===== config.mk =====
export PLATFORM = sky130hd
export DESIGN_NAME = slc_queue
export DESIGN_NICKNAME = d
export VERILOG_FILES = /design/src/rtl/core/slc_pkg.sv /design/src/rtl/core/slc_queue.sv
export SDC_FILE = /design/constraint.sdc
export NUM_CORES = 1
export LEC_CHECK = 0
export CAP_MARGIN = 20
export CORE_MARGIN = 4
export CORE_UTILIZATION = 55
export CTS_CLUSTER_DIAMETER = 100
export DETAILED_ROUTE_END_ITERATION = 7
export DONT_BUFFER_PORTS = 1
export GPL_TIMING_DRIVEN = 0
export HOLD_SLACK_MARGIN = 0.06
export PLACE_DENSITY = 0.66
export SYNTH_ARGS = -nofsm -noshare
export SYNTH_HDL_FRONTEND = slang
export SYNTH_SLANG_ARGS = --single-unit

===== constraint.sdc =====
create_clock -name i_clk -period 10 [get_ports i_clk]
set_input_delay 2 -clock i_clk [delete_from_list [all_inputs] [get_ports i_clk]]
set_output_delay 2 -clock i_clk [all_outputs]
set_load 0.1 [all_outputs]

===== src/rtl/core/slc_pkg.sv =====
// types and constants shared by the sprite layer compositor
package slc_pkg;

    localparam int unsigned CFG_IDX_W = 1;

    typedef enum logic [1:0] {
        OP_LOAD_ATTR = 2'd0,
        OP_LOAD_PAL  = 2'd1,
        OP_LOAD_ROW  = 2'd2,
        OP_COMPOSE   = 2'd3
    } t_op;

    typedef enum logic [CFG_IDX_W-1:0] {
        CFG_LAYER_COUNT = 1'd0,
        CFG_BACKGROUND  = 1'd1
    } t_cfg_idx;

    typedef enum logic [1:0] {
        ST_IDLE  = 2'd0,
        ST_FETCH = 2'd1,
        ST_TEST  = 2'd2,
        ST_PAL   = 2'd3
    } t_back_state;

    typedef struct packed {
        logic [1:0]  operation;
        logic [2:0]  layer;
        logic [5:0]  entry_index;
        logic [8:0]  x_pos;
        logic [8:0]  y_pos;
        logic [8:0]  sprite_width;
        logic [8:0]  sprite_height;
        logic [15:0] color_value;
        logic [31:0] pixel_word;
        logic [8:0]  pixel_row;
        logic [8:0]  pixel_column;
    } t_in_item;

    typedef struct packed {
        logic [15:0] pixel_color;
        logic [8:0]  column_out;
        logic        opaque_hit;
    } t_out_item;

    typedef struct packed {
        logic        empty;
        logic        full;
    } t_fifo_status;

endpackage


===== src/rtl/core/slc_queue.sv =====
// short item queue between the front decode and the back engine
module slc_queue (
    input  logic               i_clk,
    input  logic               i_rst_n,
    input  logic               i_push,
    input  slc_pkg::t_in_item  i_data,
    input  logic               i_pop,
    output slc_pkg::t_in_item  o_data,
    output slc_pkg::t_fifo_status o_status
);
    import slc_pkg::*;

    t_in_item   r_mem [2];
    logic       r_wp, n_wp, r_rp, n_rp;
    logic [1:0] r_cnt, n_cnt;

    always_comb begin
        n_wp  = r_wp ^ i_push;
        n_rp  = r_rp ^ i_pop;
        n_cnt = r_cnt + {1'b0, i_push} - {1'b0, i_pop};
    end

    always_ff @(posedge i_clk) begin
        if (!i_rst_n) begin
            r_wp  <= 1'b0;
            r_rp  <= 1'b0;
            r_cnt <= 2'd0;
        end else begin
            r_wp  <= n_wp;
            r_rp  <= n_rp;
            r_cnt <= n_cnt;
        end
        if (i_push) begin
            r_mem[r_wp] <= i_data;
        end
    end

    assign o_data          = r_mem[r_rp];
    assign o_status.empty  = (r_cnt == 2'd0);
    assign o_status.full   = (r_cnt == 2'd2);

    a_no_overflow: assert property (@(posedge i_clk) disable iff (!i_rst_n)
        o_status.full |-> !i_push) else $error("queue overflow");
    a_no_underflow: assert property (@(posedge i_clk) disable iff (!i_rst_n)
        o_status.empty |-> !i_pop) else $error("queue underflow");
    a_cnt_range: assert property (@(posedge i_clk) disable iff (!i_rst_n)
        r_cnt != 2'd3) else $error("queue count out of range");
endmodule


=== Yosys cells after proc, flatten, opt, wreduce, memory -nomap -nowiden ===
Memory sizes are Yosys's and may differ from the RTL's. A register that Yosys moved wholly into a read port is not among the register bits.
Index checks and enable logic that the tools add are counted.

* Register bits: 4
* Memories: 1
* Output and inout port bits: 115
* Bits in writable memories: 226
* Word-level logic and storage cells: 13

* Reductions and logical operators: 1
* Bitwise logic cells: 2
* Equal/unequal tests: 1
* Mux-type cells: 3
* Add/sub/neg operators: 2

{| class="wikitable"
|+ Memory list
! memory !! depth !! bits a word !! rd ports !! clocked after Yosys merged registers in !! write ports !! line !! source
|-
| r_mem || 2 || 113 || 1 || 1 || 1 || slc_queue.sv:13 || <nowiki>t_in_item r_mem [2];</nowiki>
|}

{| class="wikitable"
|+ Operators with widths
! operator !! count
|-
| $mux W1 || 3
|-
| $add A2 B1 Y2 || 1
|-
| $eq A2 B2 Y1 const B || 1
|-
| $logic_not A2 Y1 || 1
|-
| $sub A2 B1 Y2 || 1
|-
| $xor A1 B1 Y1 || 2
|}

=== Longest topological paths before layout ===
Gate-level depths: netlist of run 1.

* Depth in word-level cells: 2
* Mapped depth: 6
* Mapped depth without buffers: 6

=== Least setup slack after synthesis of run 1 ===
Ideal clock, no wire load.

* Kind: input-to-reg
* From: in i_push
* To: mem r_mem[0][0] in the netlist's numbering, enable pin
* Path buffers: 0
* Cell stages on the path: 1
* Data arrival time: 4.662 ns
* Data required time: 9.514 ns
* Slack: 4.852 ns
* Library setup time: 0.486 ns
* Cell sequence: ha_1

* Word-level cells in the longest chain between the ends: 2

{| class="wikitable"
|+ RTL lines
! what !! line !! source
|-
| start, declared || slc_queue.sv:5 || <nowiki>input logic i_push,</nowiki>
|-
| $mux W1 || slc_queue.sv:33 || <nowiki>if (i_push) begin</nowiki>
|-
| $mux W1 (not written as such) || slc_queue.sv:34 || <nowiki>r_mem[r_wp] <= i_data;</nowiki>
|-
| end, declared || slc_queue.sv:13 ||
|}

No other way between the ends.

==> flow_summary_export.csv, run 1 <==
group,metric,value,unit
flow_run,drv_cap,0,
cts,cts_resized,0,
final_layout,drive_gt1_share,39.7,%
run_status,status,"complete, no violations",
sta,rsz0062_at_grt,"no",
sta,setup_viol,0,
cts,insertion_delay,500,ps
cts,cts_sinks,231,
die,rows,45,
sta,worst_pin_slew,1120,ps
critical_path,critPathBufInv,0,
placed_design,place.gp.congestion,0.694,
sta,slew_violations,0,
routing,drc,0,
final_layout,fin_nets,523,
grt,grt_pass1_vias,3546,
final_layout,final_area,0.00976,sq mm
die,dieWidth,134,microns
critical_path,path_max_fanout,3,
sta,fin_tns_setup,0,ps
critical_path,crit_path_top_delay_cell,"nor2b_2",
critical_path,critPathMaxStageDelay,920,ps
synth,ys_seq_elements,231,
cts,cts.htree.levels,1,
critical_path,arrival,1800,ps
synth,ys_warn_count,0,
final_layout,diodes,0,
cts,cts.clk_slew.worst_paths,60,ps
critical_path,worstPathRequired,8000,ps
pwr,vdd_drop_max,0.156,mV
routing,via_per_inst,5.37,
sta,max_freq,263,MHz
synth,seq_area_frac_synth,79.3,%
cts,cts_hold_buf,0,
grt,track_usage,15.5,%
cts,cts_root_buf,"clkbuf_16",
routing,wl_per_cell,22.9,microns
synth,synth_area,0.00868,sq mm
pwr,pwr_density_cell,257,mW/mm^2
grt,overflow,0,
die,die_area,0.0179,sq mm
cts,clockBufferDepth,3,
pwr,power,2510,uW
pwr,leakage,0.00338,uW
final_layout,multi_input_area,0.00169,sq mm
routing,totalWireLength,14.3,mm
die,ios,232,
critical_path,crit_chain,"nor2b_2",
sta,hold_viol_final,0,
critical_path,cp_top_family,"simple AND/OR/NAND/NOR gates",
final_layout,nFillCells,1055,
critical_path,critPathKind,"flip-flop to output port",
grt,grt_first_pass_wirelength,21.1,mm
synth,syn_avg_cell_area,23.3,sq um
placed_design,io_buffers,0,
final_layout,area_delta_synth_final,12.4,%
sta,whs,591,ps
die,die_h,134,microns
sta,fin_crit_sh,38.0,%
die,core,0.0153,sq mm
hold_path,hp-class,"flip-flop to flip-flop",
sta,fin_crit,3800,ps
placed_design,dpl_cell_area,0.00905,sq mm
critical_path,critPathLaunchType,"flip-flop",
sta,slew_headroom,24.9,%
sta,fin_skew,17.1,ps
routing,num_vias,3370,
grt,grt_max_degree,44,
cts,postCtsSetupRepairBufs,0,
cts,cts_tree,"yes",
grt,antenna_found_initial,0,
routing,first_pass_iters,4,
cts,cts_buffers,23,
routing,postRouteAntennaNets,0,
synth,syn_inst,373,
routing,drt_iter0_drc,180,
placed_design,place_hpwl,9.79,mm
die,initial_core_util,56.7,%
final_layout,final-seq-area,0.00689,sq mm
critical_path,cp-end-kind,"output port",
synth,synthesis.nets,494,
synth,synth_cell_type_count,14,
## worst reg2reg max path, cell delays in order (launching register included)
cell	delay, ps
dfxtp_1	330
inv_1	90
ha_4	490
buf_12	320
## layout by cell type, fill, tap and decap left out, drive strengths merged
cell,n
dfxtp,5
buf,17
nor2,1
inv,4
clkbuf,27
mux2,113
and2,3
ha,4
clkinvlp,1
edfxtp,226
xor2,1
clkinv,8
nor2b,3
bufinv,2
xnor3,1
## power breakdown
| part | switching (uW) | internal [uW] | leakage, uW |
|---|---|---|---|
| logic | 470 | 97.4 | 0.000871 |
| registers | 14.4 | 1130 | 0.00216 |
| clock network | 327 | 472 | 0.000343 |
## flip-flops by register name (all words and copies together), names as in the netlist, named ones only
signal,count
r_mem,226
r_wp,1
r_rp,1
r_cnt,2
## cell usage after synthesis
master / n / area, sq um
edfxtp_1: 226 / 6790
mux2_4: 70 / 1050
mux2_2: 43 / 484
buf_6: 8 / 90.1
dfxtp_1: 5 / 100
buf_2: 4 / 20.0
ha_1: 4 / 50.1
and2_1: 3 / 18.8
inv_1: 3 / 11.3
nor2b_1: 3 / 18.8
buf_8: 1 / 15.0
nor2_1: 1 / 3.75
xnor3_1: 1 / 22.5
xor2_1: 1 / 8.76
## cell type report
type / count / area share, %
plain buffers: 13 / 1.28
clock buffers: 27 / 6.05
clock inverters: 12 / 1.18
inverters: 3 / 0.115
multi-input cells: 126 / 17.3
flip-flops and latches: 231 / 70.6
well taps: 211 / 2.70
repair buffers: 4 / 0.820
## per-stage QoR
stage / utilization, % / instances / worst slack [ps]
after CTS: 63.7 / 627 / 6160
after global placement: 58.4 / 584 / 3560
final: 63.7 / 627 / 6200
after global routing: 63.7 / 627 / 6130
after floorplan: - / 373 / 4850
after detailed placement: 59.1 / 588 / 6710
## logic make-up (layout without fill, tap and decap cells)
family	after synthesis	after routing	synth area share [%]
flip-flops	231	231	79.3
multiplexers	113	113	17.7
adder cells (fa/ha/maj)	4	4	0.577
AND/OR/NAND/NOR	7	7	0.476
XOR/XNOR	2	2	0.360
buffers and inverters	16	59	1.57
## routing by layer
layer  global-route usage [%]  wire [microns]  vias up
met5                        0               0        -
met4                     4.06             305        0
met3                     8.42            1910       19
met2                     26.9            7310      163
met1                     16.4            4810     1661
li1                         -               -     1527
## final timing paths
path / start / endpoint / slack, ps / cells past startpoint
setup reg to reg: r_wp$_SDFF_PN0_ / r_mem[0][37]$_DFFE_PP_ / 8440 / 3
setup / recovery: r_cnt[1]$_SDFF_PN0_ / o_status[0] / 6200 / 1
hold reg to reg: r_rp$_SDFF_PN0_ / r_rp$_SDFF_PN0_ / 590 / 2
hold / removal: r_rp$_SDFF_PN0_ / r_rp$_SDFF_PN0_ / 590 / 2
Power figures use the tool's default switching activity.
==> inputs of run 2 (changes only) <==
- PLACE_DENSITY: 0.66 -> 0.69
- clock period: 10 -> 3.4 ns (I/O delays scaled with it)
==> run 2 against run 1 <==
Design area about the same. Critical path depth rose by 2. Largest cell class unchanged. Sequential cell count is the same. Sequential share of layout area about the same. Utilization hardly changed. Critical endpoint is now o_data[22].
==> flow_summary_export.csv, run 2 (synthesis gave the netlist of run 1 again) <==
group,metric,value,unit
pwr,p_clk_share,32.5,%
critical_path,reg2reg_depth,3,
cts,cts_hold_buf,0,
routing,via_per_inst,5.53,
sta,setup_viol,0,
final_layout,final_common_cell,"edfxtp_1",
sta,fin_skew,17.1,ps
die,ios,232,
grt,grt_first_pass_wirelength,21.7,mm
die,initial_core_util,56.7,%
flow_run,drv_cap,0,
die,die_h,134,microns
die,dieWidth,134,microns
sta,slew_headroom,29.3,%
critical_path,r2r-start,"r_wp$_SDFF_PN0_",
critical_path,cp-end-kind,"output port",
routing,drc,0,
pwr,seqPwrFrac,45.2,%
placed_design,io_buffers,0,
sta,worst_pin_slew,1060,ps
cts,postCtsSetupRepairBufs,0,
sta,fin_crit,2510,ps
sta,fin_ws,889,ps
grt,overflow,0,
cts,cts.htree.levels,1,
routing,wl_per_cell,23.5,microns
hold_path,hold_start,"i_data[19]",
pwr,leakage,0.00337,uW
placed_design,place.gp.congestion,0.697,
final_layout,area_delta_synth_final,12.4,%
die,rows,45,
pwr,pwr_density_cell,765,mW/mm^2
critical_path,arrival,1830,ps
placed_design,preCtsSetupSlack,1280,ps
final_layout,top_register,"r_mem",
routing,drt_iter0_drc,153,
critical_path,worstPathRequired,2720,ps
cts,insertion_delay,490,ps
pwr,switchingPower,2380,uW
grt,grt_max_degree,59,
routing,totalWireLength,14.7,mm
final_layout,fin_nets,521,
final_layout,final_util,63.7,%
critical_path,critPathMaxStageDelay,610,ps
critical_path,ff2ff_setup_slack,1550,ps
cts,cts_sinks,231,
grt,track_usage,15.9,%
cts,cts_root_buf,"clkbuf_16",
final_layout,diodes,0,
sta,fin_tns_setup,0,ps
routing,first_pass_iters,4,
cts,cts_resized,0,
cts,cts_tree,"yes",
sta,max_freq,398,MHz
run_status,status,"complete, no violations",
final_layout,drive_gt1_share,39.5,%
sta,rsz0062_at_grt,"no",
cts,clockBufferDepth,3,
grt,antenna_found_initial,0,
sta,hold_viol_final,0,
critical_path,critPathLaunchType,"flip-flop",
critical_path,path_max_fanout,10,
grt,grt_pass1_vias,3622,
critical_path,r2r-end,"r_mem[0][0]$_DFFE_PP_",
hold_path,hold_end,"r_mem[0][19]$_DFFE_PP_",
cts,cts_buffers,23,
routing,postRouteAntennaNets,0,
cts,cts.clk_slew.worst_paths,60,ps
sta,whs,275,ps
critical_path,critPathKind,"flip-flop to output port",
final_layout,largest_register_ffs,226,
sta,fin_crit_sh,73.9,%
hold_path,hp-class,"input pin to flip-flop",
pwr,p_int,5080,uW
routing,num_vias,3453,
die,die_area,0.0179,sq mm
critical_path,crit_chain,"buf_6 > buf_2 > mux2_2",
final_layout,final_cell_mix,"226 x edfxtp_1, 70 x mux2_4, 43 x mux2_2, 23 x clkbuf_16, 8 x buf_6",
critical_path,crit_path_top_delay_cell,"mux2_2",
pwr,swShare,31.9,%
final_layout,largest_registers,"r_mem: 226 flops, r_cnt: 2 flops",
hold_path,hold_depth,0,
pwr,combPwrFrac,22.3,%
sta,slew_violations,0,
die,core,0.0153,sq mm
placed_design,place_hpwl,10.0,mm
pwr,vdd_drop_max,0.585,mV
-- run 2: worst max-delay path by stage --
stage                              end  slack, ps  cells after the start
2_1_floorplan    r_mem[1][0]$_DFFE_PP_        800                      1
3_3_place_gp   r_mem[1][102]$_DFFE_PP_        120                      1
3_5_place_dp   r_mem[0][105]$_DFFE_PP_       1280                      2
4_1_cts                     o_data[22]        850                      3
5_1_grt                     o_data[22]        790                      3
6_report                    o_data[22]        890                      3
-- run 2: worst max-delay path, delay by kind of cell (launching register included) --
family	cells	cell delay, ps
buffers and inverters	2	400
muxes	1	610
DFF	1	320
-- run 2: power by group through the flow --
stage          Sequential, uW  Combinational (uW)  Clock (uW)
2_1_floorplan            3420                1560           0
3_3_place_gp             3430                1660           0
3_5_place_dp             3430                1680           0
4_1_cts                  3370                1680        2480
5_1_grt                  3390                1710        2590
6_report                 3370                1670        2420
-- run 2: per-stage QoR --
step,total power [uW],instance area [sq um],instances
after detailed placement,5110,9030,586
final,7460,9760,624
after CTS,7540,9760,624
after floorplan,4980,8690,373
after global routing,7680,9760,624
after global placement,5090,8950,584
-- run 2: final cells by class --
class	instances	area (sq um)
fill	1052	5560
timing repair buffer	2	55.1
sequential	231	6890
multi-input combinational	126	1690
tap	211	264
clock inverter	10	135
inverter	3	11.3
buffer	13	125
clock buffer	28	594
-- run 2: metal layers --
metal	vias up	share of wire [%]	track usage [%]
li1	1523	-	-
met1	1736	33	16.7
met2	173	51	27.4
met3	21	13	9.33
met4	0	2.3	4.34
met5	-	0	0
